$ cat src/rtl/mvfe_pkg.sv
// Shared types and constants of the multichannel volume fade engine.
// Command codes, fade direction codes, step mapping and the control/status
// structs between controller and datapath. No dependencies.
package mvfe_pkg;

    typedef enum logic [1:0] {
        CMD_SET_VOL    = 2'd0,
        CMD_START_FADE = 2'd1,
        CMD_TICK       = 2'd2,
        CMD_STOP_ALL   = 2'd3
    } cmd_t;

    localparam logic [1:0] DIR_IDLE = 2'd0;
    localparam logic [1:0] DIR_UP   = 2'd1;
    localparam logic [1:0] DIR_DOWN = 2'd2;

    localparam logic [6:0] VOL_MAX      = 7'd127;
    localparam logic [2:0] STEP_DEFAULT = 3'd3;

    localparam int IN_DATA_W   = 56;
    localparam int OUT_DATA_W  = 16;
    localparam int OUT_USER_W  = 5;

    // Controller -> datapath
    typedef struct packed {
        logic load;     // latch the accepted request
        logic exec;     // run the command's action
        logic walk;     // process the channel under the walk index
        logic summary;  // emit the closing result
    } dp_cmd_t;

    // Datapath -> controller
    typedef struct packed {
        cmd_t cmd;
        logic walk_go;   // tick must walk the channels
        logic last_idx;  // walk index sits on the last channel
        logic out_free;  // output register can take a result this cycle
    } dp_stat_t;

    // Keep steps 1, 2, 4, 5; everything else becomes the default step.
    function automatic logic [2:0] map_step(input logic [7:0] code);
        logic [2:0] s;
        if (code == 8'd1 || code == 8'd2 || code == 8'd4 || code == 8'd5) begin
            s = code[2:0];
        end else begin
            s = STEP_DEFAULT;
        end
        return s;
    endfunction

endpackage

$ cat src/rtl/mvfe_ctrl.sv
// Controller of the volume fade engine: sequences accept, execute,
// channel walk and summary. Depends on mvfe_pkg.
module mvfe_ctrl (
    input  logic               aclk,
    input  logic               aresetn,
    input  logic               s_tvalid,
    output logic               s_tready,
    input  mvfe_pkg::dp_stat_t stat,
    output mvfe_pkg::dp_cmd_t  cmd
);

    typedef enum logic [1:0] {
        ST_IDLE,
        ST_EXEC,
        ST_WALK,
        ST_SUMM
    } state_t;

    state_t state_reg;
    logic   ready_reg;
    logic   accept;

    assign accept   = s_tvalid && ready_reg;
    assign s_tready = ready_reg;

    always_comb begin
        cmd         = '0;
        cmd.load    = accept;
        cmd.exec    = (state_reg == ST_EXEC) && stat.out_free;
        cmd.walk    = (state_reg == ST_WALK) && stat.out_free;
        cmd.summary = (state_reg == ST_SUMM) && stat.out_free;
    end

    always_ff @(posedge aclk) begin
        if (!aresetn) begin
            state_reg <= ST_IDLE;
            ready_reg <= 1'b1;
        end else begin
            unique case (state_reg)
                ST_IDLE: begin
                    if (accept) begin
                        state_reg <= ST_EXEC;
                        ready_reg <= 1'b0;
                    end
                end
                ST_EXEC: begin
                    if (stat.out_free) begin
                        if (stat.cmd == mvfe_pkg::CMD_TICK && stat.walk_go) begin
                            state_reg <= ST_WALK;
                        end else begin
                            state_reg <= ST_SUMM;
                        end
                    end
                end
                ST_WALK: begin
                    if (stat.out_free && stat.last_idx) begin
                        state_reg <= ST_SUMM;
                    end
                end
                ST_SUMM: begin
                    if (stat.out_free) begin
                        state_reg <= ST_IDLE;
                        ready_reg <= 1'b1;
                    end
                end
                default: begin
                    state_reg <= ST_IDLE;
                    ready_reg <= 1'b1;
                end
            endcase
        end
    end

endmodule

$ cat src/rtl/mvfe_dp.sv
// Datapath of the volume fade engine: request latch, per-channel fade state,
// step arithmetic and the output register. Depends on mvfe_pkg.
module mvfe_dp #(
    parameter int CHANNELS = 32
) (
    input  logic                              aclk,
    input  logic                              aresetn,
    input  logic [mvfe_pkg::IN_DATA_W-1:0]    s_tdata,
    input  logic [1:0]                        s_tuser,
    input  logic                              cfg_we,
    input  logic                              cfg_data,
    input  mvfe_pkg::dp_cmd_t                 cmd,
    output mvfe_pkg::dp_stat_t                stat,
    input  logic                              m_tready,
    output logic                              m_tvalid,
    output logic [mvfe_pkg::OUT_DATA_W-1:0]   m_tdata,
    output logic [mvfe_pkg::OUT_USER_W-1:0]   m_tuser,
    output logic                              m_tlast
);

    localparam int IDX_W = (CHANNELS > 1) ? $clog2(CHANNELS) : 1;
    localparam logic [5:0] CH_LIMIT = 6'(CHANNELS);
    localparam logic [IDX_W-1:0] LAST_IDX = IDX_W'(CHANNELS - 1);

    // Latched request
    mvfe_pkg::cmd_t cmd_reg;
    logic [4:0]     ch_reg;
    logic [6:0]     lvl_reg;
    logic [2:0]     step_reg;
    logic           stop_reg;
    logic [31:0]    mask_reg;

    // Per-channel fade state
    logic [6:0] vol_reg   [CHANNELS];
    logic [6:0] tgt_reg   [CHANNELS];
    logic [1:0] dir_reg   [CHANNELS];
    logic [2:0] ssize_reg [CHANNELS];
    logic       stopf_reg [CHANNELS];

    logic             en_reg;
    logic             timer_off_reg;
    logic             fading_reg;
    logic             start_reg;
    logic             rel_reg;
    logic             active_reg;
    logic [IDX_W-1:0] idx_reg;

    // Output register
    logic       ov_reg;
    logic [4:0] o_ch_reg;
    logic [6:0] o_vol_reg;
    logic       o_apply_reg, o_end_reg, o_start_reg, o_rel_reg, o_act_reg, o_last_reg;

    logic             out_free;
    logic             ch_ok;
    logic [IDX_W-1:0] addr;
    logic [6:0]       rd_vol, rd_tgt;
    logic [1:0]       rd_dir;
    logic [2:0]       rd_step;
    logic             rd_stopf;
    logic             fad, playing, done;
    logic [7:0]       up_sum, dn_lim;
    logic [6:0]       nv;
    logic             walk_emit;
    logic [6:0]       in_lvl;
    logic             ov_load;

    assign out_free = !ov_reg || m_tready;
    assign ch_ok    = {1'b0, ch_reg} < CH_LIMIT;
    assign addr     = cmd.walk ? idx_reg : (ch_ok ? ch_reg[IDX_W-1:0] : '0);

    assign rd_vol   = vol_reg[addr];
    assign rd_tgt   = tgt_reg[addr];
    assign rd_dir   = dir_reg[addr];
    assign rd_step  = ssize_reg[addr];
    assign rd_stopf = stopf_reg[addr];

    assign fad     = (rd_dir == mvfe_pkg::DIR_UP) || (rd_dir == mvfe_pkg::DIR_DOWN);
    assign playing = mask_reg[idx_reg];
    assign done    = (rd_dir == mvfe_pkg::DIR_UP) ? (rd_tgt <= rd_vol) : (rd_tgt >= rd_vol);
    assign up_sum  = {1'b0, rd_vol} + {5'b0, rd_step};
    assign dn_lim  = {1'b0, rd_tgt} + {5'b0, rd_step};

    always_comb begin
        if (rd_dir == mvfe_pkg::DIR_UP) begin
            nv = (up_sum > {1'b0, rd_tgt}) ? rd_tgt : up_sum[6:0];
        end else begin
            nv = ({1'b0, rd_vol} > dn_lim) ? (rd_vol - {4'b0, rd_step}) : rd_tgt;
        end
    end

    assign walk_emit = fad && playing && (!done || rd_stopf);
    assign in_lvl    = (s_tdata[12:5] > {1'b0, mvfe_pkg::VOL_MAX}) ?
                       mvfe_pkg::VOL_MAX : s_tdata[11:5];

    // a new result enters the output register this cycle
    assign ov_load = cmd.summary || (cmd.walk && walk_emit) ||
                     (cmd.exec && cmd_reg == mvfe_pkg::CMD_SET_VOL && ch_ok);

    always_comb begin
        stat          = '0;
        stat.cmd      = cmd_reg;
        stat.walk_go  = en_reg && !timer_off_reg;
        stat.last_idx = (idx_reg == LAST_IDX);
        stat.out_free = out_free;
    end

    always_ff @(posedge aclk) begin
        if (!aresetn) begin
            for (int i = 0; i < CHANNELS; i++) begin
                vol_reg[i]   <= '0;
                tgt_reg[i]   <= '0;
                dir_reg[i]   <= mvfe_pkg::DIR_IDLE;
                ssize_reg[i] <= mvfe_pkg::STEP_DEFAULT;
                stopf_reg[i] <= 1'b0;
            end
            en_reg        <= 1'b1;
            timer_off_reg <= 1'b0;
            fading_reg    <= 1'b0;
            start_reg     <= 1'b0;
            rel_reg       <= 1'b0;
            active_reg    <= 1'b0;
            idx_reg       <= '0;
            ov_reg        <= 1'b0;
            cmd_reg       <= mvfe_pkg::CMD_SET_VOL;
        end else begin
            if (cfg_we) begin
                en_reg <= cfg_data;
            end

            if (cmd.load) begin
                cmd_reg   <= mvfe_pkg::cmd_t'(s_tuser);
                ch_reg    <= s_tdata[4:0];
                lvl_reg   <= in_lvl;
                step_reg  <= mvfe_pkg::map_step(s_tdata[20:13]);
                stop_reg  <= s_tdata[21];
                mask_reg  <= s_tdata[53:22];
                start_reg <= 1'b0;
                rel_reg   <= 1'b0;
            end

            // hold a new result, else drop the shown one once taken
            if (ov_load) begin
                ov_reg <= 1'b1;
            end else if (ov_reg && m_tready) begin
                ov_reg <= 1'b0;
            end

            if (cmd.exec) begin
                idx_reg    <= '0;
                active_reg <= 1'b0;
                unique case (cmd_reg)
                    mvfe_pkg::CMD_SET_VOL: begin
                        if (ch_ok) begin
                            vol_reg[addr] <= lvl_reg;
                            o_ch_reg    <= ch_reg;
                            o_vol_reg   <= lvl_reg;
                            o_apply_reg <= 1'b1;
                            o_end_reg   <= 1'b0;
                            o_start_reg <= 1'b0;
                            o_rel_reg   <= 1'b0;
                            o_act_reg   <= 1'b0;
                            o_last_reg  <= 1'b0;
                        end
                    end
                    mvfe_pkg::CMD_START_FADE: begin
                        if (en_reg && ch_ok && lvl_reg != rd_vol) begin
                            tgt_reg[addr]   <= lvl_reg;
                            stopf_reg[addr] <= stop_reg;
                            dir_reg[addr]   <= (lvl_reg <= rd_vol) ?
                                               mvfe_pkg::DIR_DOWN : mvfe_pkg::DIR_UP;
                            ssize_reg[addr] <= step_reg;
                            if (!fading_reg) begin
                                timer_off_reg <= 1'b0;
                                fading_reg    <= 1'b1;
                                start_reg     <= 1'b1;
                            end
                        end
                    end
                    mvfe_pkg::CMD_TICK: begin
                        if (!en_reg) begin
                            timer_off_reg <= 1'b1;
                            fading_reg    <= 1'b0;
                            for (int i = 0; i < CHANNELS; i++) begin
                                dir_reg[i]   <= mvfe_pkg::DIR_IDLE;
                                stopf_reg[i] <= 1'b0;
                            end
                        end else if (timer_off_reg) begin
                            rel_reg <= 1'b1;
                        end
                    end
                    mvfe_pkg::CMD_STOP_ALL: begin
                        if (fading_reg) begin
                            timer_off_reg <= 1'b1;
                            rel_reg       <= 1'b1;
                            fading_reg    <= 1'b0;
                            for (int i = 0; i < CHANNELS; i++) begin
                                dir_reg[i]   <= mvfe_pkg::DIR_IDLE;
                                stopf_reg[i] <= 1'b0;
                            end
                        end
                    end
                    default: ;
                endcase
            end

            if (cmd.walk) begin
                idx_reg    <= idx_reg + 1'b1;
                active_reg <= active_reg || fad;
                if (fad) begin
                    if (!playing) begin
                        dir_reg[addr]   <= mvfe_pkg::DIR_IDLE;
                        stopf_reg[addr] <= 1'b0;
                    end else if (done) begin
                        dir_reg[addr]   <= mvfe_pkg::DIR_IDLE;
                        stopf_reg[addr] <= 1'b0;
                    end else begin
                        vol_reg[addr] <= nv;
                    end
                end
                if (walk_emit) begin
                    o_ch_reg    <= 5'(idx_reg);
                    o_vol_reg   <= done ? 7'd0 : nv;
                    o_apply_reg <= !done;
                    o_end_reg   <= done;
                    o_start_reg <= 1'b0;
                    o_rel_reg   <= 1'b0;
                    o_act_reg   <= 1'b0;
                    o_last_reg  <= 1'b0;
                end
                // no channel was fading at all: switch the tick source off
                if (idx_reg == LAST_IDX && !(active_reg || fad)) begin
                    timer_off_reg <= 1'b1;
                    fading_reg    <= 1'b0;
                end
            end

            if (cmd.summary) begin
                o_ch_reg    <= '0;
                o_vol_reg   <= '0;
                o_apply_reg <= 1'b0;
                o_end_reg   <= 1'b0;
                o_start_reg <= start_reg;
                o_rel_reg   <= rel_reg;
                o_act_reg   <= fading_reg;
                o_last_reg  <= 1'b1;
            end
        end
    end

    assign m_tvalid = ov_reg;
    assign m_tdata  = {4'b0, o_vol_reg, o_ch_reg};
    assign m_tuser  = {o_act_reg, o_rel_reg, o_start_reg, o_end_reg, o_apply_reg};
    assign m_tlast  = o_last_reg;

endmodule

$ cat src/rtl/multichannel_volume_fade_engine.sv
// Top level of the multichannel volume fade engine.
// Instantiates mvfe_ctrl and mvfe_dp; depends on mvfe_pkg.
//
// Usage: each request on the s_ stream carries one command (tuser): set a
// channel's volume, start a fade, tick the fades, or stop all fades. Results
// leave on the m_ stream; every request ends with one summary result marked
// with m_tlast. A set volume gives one channel result before the summary, a
// tick one result per channel whose volume moves or whose sample must end.
// The single sound_enabled register is written on the cfg_ channel, which is
// always ready; write it only while the engine is idle.
// Sequence: a request is taken in ST_IDLE, executed in ST_EXEC and closed
// by the summary in ST_SUMM; set volume, start fade, stop all and a tick
// that does not walk pass straight from ST_EXEC to ST_SUMM. A walking tick
// visits the channels in ST_WALK one per cycle through the shared step
// unit while the receiver does not stall. s_tready drops after each
// request and rises once the summary is in the output register, so the
// next request is taken while the summary still waits. A stalled receiver
// holds the output register and freezes the walk. Reset clears all fade
// state, volumes to zero, steps to three, sound_enabled to one.
module multichannel_volume_fade_engine #(
    parameter int CHANNELS = 32
) (
    input  logic        aclk,
    input  logic        aresetn,
    // request stream
    input  logic        s_tvalid,
    output logic        s_tready,
    // [4:0] channel, [12:5] level, [20:13] step_code, [21] stop_at_end,
    // [53:22] playing_mask, [55:54] zero
    input  logic [55:0] s_tdata,
    // [1:0] cmd
    input  logic [1:0]  s_tuser,
    // result stream
    output logic        m_tvalid,
    input  logic        m_tready,
    // [4:0] out_channel, [11:5] out_volume, [15:12] zero
    output logic [15:0] m_tdata,
    // [0] apply_volume, [1] end_sample, [2] start_timer, [3] release_timer,
    // [4] fading_active
    output logic [4:0]  m_tuser,
    output logic        m_tlast,
    // configuration write: sound_enabled
    input  logic        cfg_valid,
    output logic        cfg_ready,
    input  logic        cfg_data
);

    mvfe_pkg::dp_cmd_t  dp_cmd;
    mvfe_pkg::dp_stat_t dp_stat;

    // register write never waits
    assign cfg_ready = 1'b1;

    mvfe_ctrl u_ctrl (
        .aclk     (aclk),
        .aresetn  (aresetn),
        .s_tvalid (s_tvalid),
        .s_tready (s_tready),
        .stat     (dp_stat),
        .cmd      (dp_cmd)
    );

    mvfe_dp #(
        .CHANNELS (CHANNELS)
    ) u_dp (
        .aclk     (aclk),
        .aresetn  (aresetn),
        .s_tdata  (s_tdata),
        .s_tuser  (s_tuser),
        .cfg_we   (cfg_valid && cfg_ready),
        .cfg_data (cfg_data),
        .cmd      (dp_cmd),
        .stat     (dp_stat),
        .m_tready (m_tready),
        .m_tvalid (m_tvalid),
        .m_tdata  (m_tdata),
        .m_tuser  (m_tuser),
        .m_tlast  (m_tlast)
    );

`ifndef SYNTHESIS
    // one request at a time: ready drops right after an accept
    a_one_request: assert property (@(posedge aclk) disable iff (!aresetn)
        (s_tvalid && s_tready) |=> !s_tready)
        else $error("request accepted while previous one still in flight");

    // summary carries no channel action
    a_summary_clean: assert property (@(posedge aclk) disable iff (!aresetn)
        (m_tvalid && m_tlast) |-> (!m_tuser[0] && !m_tuser[1]))
        else $error("summary result carries a channel action");

    // channel results carry no timer or activity flags
    a_channel_clean: assert property (@(posedge aclk) disable iff (!aresetn)
        (m_tvalid && !m_tlast) |-> (!m_tuser[2] && !m_tuser[3] && !m_tuser[4]))
        else $error("channel result carries summary flags");

    // timer start and release never come together
    a_timer_excl: assert property (@(posedge aclk) disable iff (!aresetn)
        m_tvalid |-> !(m_tuser[2] && m_tuser[3]))
        else $error("start and release of the tick source in one result");
`endif

endmodule
$ cat config.mk
export PLATFORM = sky130hd
export DESIGN_NAME = multichannel_volume_fade_engine
export DESIGN_NICKNAME = d
export VERILOG_FILES = /design/src/rtl/mvfe_pkg.sv /design/src/rtl/mvfe_ctrl.sv /design/src/rtl/mvfe_dp.sv /design/src/rtl/multichannel_volume_fade_engine.sv
export SDC_FILE = /design/constraint.sdc
export NUM_CORES = 1
export LEC_CHECK = 0
export ABC_CLOCK_PERIOD_IN_PS = 22800
export BUFFER_PORTS_ARGS = -buffer_cell sky130_fd_sc_hd__buf_4
export CAP_MARGIN = 20
export CORE_ASPECT_RATIO = 2
export CORE_MARGIN = 8
export CORE_UTILIZATION = 50
export DETAILED_ROUTE_END_ITERATION = 12
export GPL_ROUTABILITY_DRIVEN = 0
export PLACE_DENSITY = 0.66
export SLEW_MARGIN = 20
export SYNTH_ARGS = -nofsm -noshare
export SYNTH_HDL_FRONTEND = slang
export SYNTH_SLANG_ARGS = --single-unit
$ cat constraint.sdc
create_clock -name aclk -period 22.8 [get_ports aclk]
set_input_delay 4.56 -clock aclk [delete_from_list [all_inputs] [get_ports aclk]]
set_output_delay 4.56 -clock aclk [all_outputs]
set_load 0.01 [all_outputs]
# [Word level (Yosys, flattened, before mapping)]
# Memories as Yosys holds them, arrays and structs flattened.
# Cells that the tools add are included.
[word_totals] ff_bits=83 ram_bits=640 input_bits=64 out_inout_bits=25 wordCells=500 n_memories=5
[mem_list] name="u_dp.tgt_reg" depth=32 word_bits=7 rd=1 rd_clocked_by_memory_dff=0 wr=32 line_no="mvfe_dp.sv:35" source="logic [6:0] tgt_reg [CHANNELS];"
[mem_list] name="u_dp.vol_reg" depth=32 word_bits=7 rd=1 rd_clocked_by_memory_dff=0 wr=32 line_no="mvfe_dp.sv:34" source="logic [6:0] vol_reg [CHANNELS];"
[mem_list] name="u_dp.ssize_reg" depth=32 word_bits=3 rd=1 rd_clocked_by_memory_dff=0 wr=32 line_no="mvfe_dp.sv:37" source="logic [2:0] ssize_reg [CHANNELS];"
[mem_list] name="u_dp.dir_reg" depth=32 word_bits=2 rd=1 rd_clocked_by_memory_dff=0 wr=32 line_no="mvfe_dp.sv:36" source="logic [1:0] dir_reg [CHANNELS];"
[mem_list] name="u_dp.stopf_reg" depth=32 word_bits=1 rd=1 rd_clocked_by_memory_dff=0 wr=32 line_no="mvfe_dp.sv:38" source="logic stopf_reg [CHANNELS];"
[classes] add_sub_neg=4 order_cmp=7 eq_ne=18 mux=269 n_bitwise=133 reduce_logical=40
[op_table] cell="two-way mux 1 bit" count=167
[op_table] cell="two-way mux 2 bit" count=72
[op_table] cell="OR 1 bit" count=133
[op_table] cell="two-way mux 7 bit" count=11
[op_table] cell="two-way mux 5 bit" count=12
[op_table] cell="adder 7 x 3 -> 8 bit" count=2
[op_table] cell="equality test 8 x 3 -> 1 bit (second input constant)" count=2
[op_table] cell="less-or-equal comparator 7 bit" count=2
[op_table] cell="logical AND 1 bit" count=14
[op_table] cell="OR reduction 7 bit" count=2
[op_table] cell="equality test 2 bit (second input constant)" count=5
[op_table] cell="logical OR 1 bit" count=9
[op_table] cell="equality test 8 x 1 -> 1 bit (second input constant)" count=1
[op_table] cell="equality test 8 x 2 -> 1 bit (second input constant)" count=1
[op_table] cell="> comparator 7 x 8 -> 1 bit" count=1
[op_table] cell="> comparator 8 x 7 -> 1 bit" count=1
[op_table] cell="> comparator 8 x 7 -> 1 bit (second input constant)" count=1
[op_table] cell="one-hot mux 2 bit (4 select lines)" count=1
[op_table] cell=">= comparator 7 bit" count=1
[op_table] cell="!= test 7 bit" count=1
[op_table] cell="subtractor 7 x 3 -> 7 bit" count=1
[op_table] cell="equality test 2 x 1 -> 1 bit (second input constant)" count=3
[op_table] cell="less-than comparator 5 x 6 -> 1 bit (second input constant)" count=1
[op_table] cell="!= test 2 x 1 -> 1 bit (second input constant)" count=3
[op_table] cell="16 further kinds" count=24

# [Logic depth before layout (Yosys ltp)]
# An unclocked memory read counts as a cell.
[logic_depth] depth_word=16 ltp_mapped=38

# [Modules after synthesis]
# A second synthesis with hierarchy kept.
[unflattened] cells_unflattened=3033 area_unflattened_um2=35086.2
[modules_own_cells] module="mvfe_dp" instances=1 cells_per_inst=2998 area_per_inst_um2=34784.6
[modules_own_cells] module="mvfe_ctrl" instances=1 cells_per_inst=33 area_per_inst_um2=290.3
[modules_own_cells] module="multichannel_volume_fade_engine" instances=1 cells_per_inst=2 area_per_inst_um2=11.3

# [Worst setup path after synthesis]
# Ideal clock, no wire load.
[synth_timing] kind="in2reg" from="in m_tready" to="mem u_dp.vol_reg[0][5] (data pin)" arrival_time_ps=11125 slack_ps=11409 stages=33 n_path_buf=10 cell_sequence="nand2b_4 -> buf_4 -> buf_4 -> nand2_2 -> nand2_2 -> buf_4 -> clkbuf_1 -> clkbuf_1 -> buf_1 -> clkbuf_1 -> buf_1 -> buf_1 -> nand2_1 -> a31oi_1 -> o22ai_1 -> nor4_1 -> ha_1 -> inv_1 -> o31ai_1 -> a21oi_1 -> nor2b_1 -> inv_1 -> ha_1 -> a21o_1 -> a211oi_1 -> mux2i_1 -> o221ai_1 -> o21a_1 -> and4b_1 -> a211oi_1 -> a32oi_1 -> buf_2 -> nor2_1"
[synth_lines] element="from (decl)" line_no="multichannel_volume_fade_engine.sv:35" source="input logic m_tready,"
[synth_lines] element="to (decl)" line_no="mvfe_dp.sv:34"

==> impl_results.md <==
- Setup TNS: 0 ps
- Die Y: roughly 400 µm
- Post-route DRC: 0
- Post-synthesis adder-cell area fraction: roughly 1.4%
- Root buffer cell: clkbuf_16
- Core area: 74,400 µm²
- Post-Layout Cell Count: 4,288
- Total CTS buffers: approximately 70
- Vias: between 20,000 and 30,000
- XOR/XNOR Fraction of Synth Area: 0.516%
- Clock transition at path regs: ~70 ps
- Relative slew slack: about an eighth
- Most frequent cell after synthesis: edfxtp_1
- DP HPWL: slightly below 90,000 µm
- Worst VDD drop: 0.0780 mV
- Fmax: 0.0785 GHz
- Final Routed Wirelength: between 100,000 and 150,000 µm
- Vias in the first global route: between 20,000 and 30,000
- Post-synthesis sequential area ratio: a little under three fifths
- Detailed Route Iter0 Violations: just under 4,000
- All-layer global routing usage: a little under a third
- Overflow after GRT: 0
- RSZ-0062 raised after global routing: false
- Max H-tree Level: 3
- Synth Area in Compound Gates: between 10% and 20%
- Post-synthesis mux area share: under 10%
- Synth Area in Simple Gates: between 10% and 20%
- Final slew viol count: 0
- Period utilization: a little under three fifths
- Fraction of registers with async set/reset: 0%
- R2R Path Start: u_dp.m_tvalid
- Max-cap check violation count: 0
- Most frequent cell on the critical path: buf_4
- Syn-to-layout area delta: 9.36%
- Status: finished clean
- Post-CTS sizing: 0
- Cts hold-fix bufs: 0
- Cell Rows: about 140
- Final min period: ~13,000 ps
- Starting Density: 50.2%
- Port buffer count: 81
- Worst Path Required: roughly 23,000 ps
- Synth Area per Inst: between 10 and 15 µm²
- Power Density: around 110 nW/µm²
- Crit path from: m_tready
- Post-Syn Area: 37,400 µm²
- Die width: ~210 µm
- Cell taking the most area after synthesis: edfxtp_1
- Netlist cell types: 102
- Worst-Margin Slew: 1320 ps
- Maximum fanout along the worst path: 46
- Highest-delay cell along the critical path: buf_4
- Ratio of cells with drive above 1 in the final layout: around an eighth
- Yosys warns: 0
- #FFs+latches synth: between 700 and 800
- DP Cell Count: between 4,000 and 5,000
- R2R Setup Slk: 13,590 ps
- Setup crit end: u_dp.vol_reg[28][2]
- R2r worst-path depth: 30
- Number of enable flip-flop cells after synthesis: roughly 690
- Largest net degree at the start of global routing: roughly 110
- Crit. End Element: register
- Average wire per standard cell: 31.4 µm
- Setup Skew: 24.2 ps
- CTS max path bufs: 3
- Leakage power: 14.5 nW
- CP Class: primary input to register
- Critical Path AT: ~13,000 ps
- First-pass GRT wire length: between 150,000 and 200,000 µm
- Via/cell ratio: between 6 and 7
- DP Area: between 30,000 and 40,000 µm²
- Most frequent cells after synthesis: 689 x edfxtp_1, 373 x nor2_1, 348 x nand2_1
- Design area: 40,900 µm²
- 1st-pass router iterations: 6
- Final-report hold violation count: 0
- Post CTS Setup Buffer Count: 0
- Largest family of logic cells by synthesized area: simple AND/OR/NAND/NOR gates
- Die area: 84,300 µm²
- Gate Count Post-Synth: between 3,000 and 4,000
- Worst r2r dst: u_dp.vol_reg[28][2]
- Yosys top cell area share: 55.4%
- Clk Latency, worst-skew pair: 630 ps
- CTS sink cnt: roughly 720
- TritonCTS clock tree: yes
- Synth area leaders: edfxtp_1 55%, nor2_1 3.7%, nand2_1 3.5%, mux4_2 3.4%, and3_1 3.2%
- Dominant synthesized flop cell: edfxtp_1
- CP Launch Type: primary input
- Final Net Count: 3,405
- Setup violations, final: 0
- Io pins: just under 90
- Critical Path Max Stage Delay: roughly 650 ps
- Initial antenna violation count: 3
- Hold crit path type: register to register
- Post-route ant nets: 0
-- placed cells by master, fill, tap and decap left out, types with 56 or more instances in the layout --
cell,count
a211oi_1,76
and3_1,192
buf_4,195
clkbuf_16,69
edfxtp_1,689
mux2i_1,104
mux4_2,56
nand2_1,345
nand3_1,112
nor2_1,371
nor3_1,112
o21ai_0,140
or3_1,70
-- through the flow --
step	util [%]	setup slack, ps	power (mW)	hold slack, ps
floorplan	-	11410	2.70	447
detailed placement	52.1	9660	3.30	478
CTS	54.8	10320	4.38	491
global placement	52.1	9810	3.26	459
finish	54.9	10060	4.43	498
global route	54.9	9820	4.58	513
-- worst max-delay path: cells and delay by family --
| kind | cells | cell delay, ps |
|---|---|---|
| mux | 1 | 130 |
| fa+ha+maj | 3 | 610 |
| compound gates | 12 | 3330 |
| simple gates | 8 | 1870 |
| buf+inv | 7 | 2430 |
-- layer usage --
| metal | track usage, % | routed length (µm) | vias up |
|---|---|---|---|
| met5 | 0 | 25 | - |
| met4 | 25.3 | 12500 | 4 |
| met3 | 6.46 | 14700 | 497 |
| met2 | 48.1 | 61200 | 2061 |
| met1 | 37.9 | 46400 | 14503 |
| li1 | - | - | 12468 |
-- report_power, final --
group          internal [mW]  total (mW)  switching, mW  leakage (nW)
logic                  0.555        1.76           1.21          6.36
clock network          0.606        1.10          0.498         0.999
registers               1.53        1.57         0.0392          7.10
-- cell type report --
| cell class | instances | area (µm²) |
|---|---|---|
| antenna | 4 | 10.0 |
| clock buffer | 96 | 1870 |
| clock inverter | 21 | 189 |
| fill | 6299 | 33600 |
| inverter | 46 | 173 |
| multi-input combinational | 2262 | 14500 |
| sequential | 723 | 21400 |
| tap | 936 | 1170 |
| timing repair buffer | 200 | 1550 |
-- logic make-up (layout without fill, tap and decap cells) --
family | Yosys count | after routing
compound gates | 610 | 610
xor+xnor | 22 | 22
fa+ha+maj | 43 | 43
buf+inv | 370 | 363
flops | 723 | 723
mux | 182 | 182
other cells | 2 | 9
simple gates | 1400 | 1400
-- how the worst min path moves through the flow --
stage	startpoint	to	slack, ps	depth (start not counted)
global placement	u_dp.stopf_reg[16]	u_dp.stopf_reg[16]	460	2
global route	u_dp.stopf_reg[16]	u_dp.stopf_reg[16]	510	2
CTS	u_dp.active_reg	u_dp.active_reg	490	2
detailed placement	u_dp.active_reg	u_dp.active_reg	480	2
finish	u_dp.active_reg	u_dp.active_reg	500	2
floorplan	u_dp.active_reg	u_dp.active_reg	450	2
(Power assumes the default switching activity.)
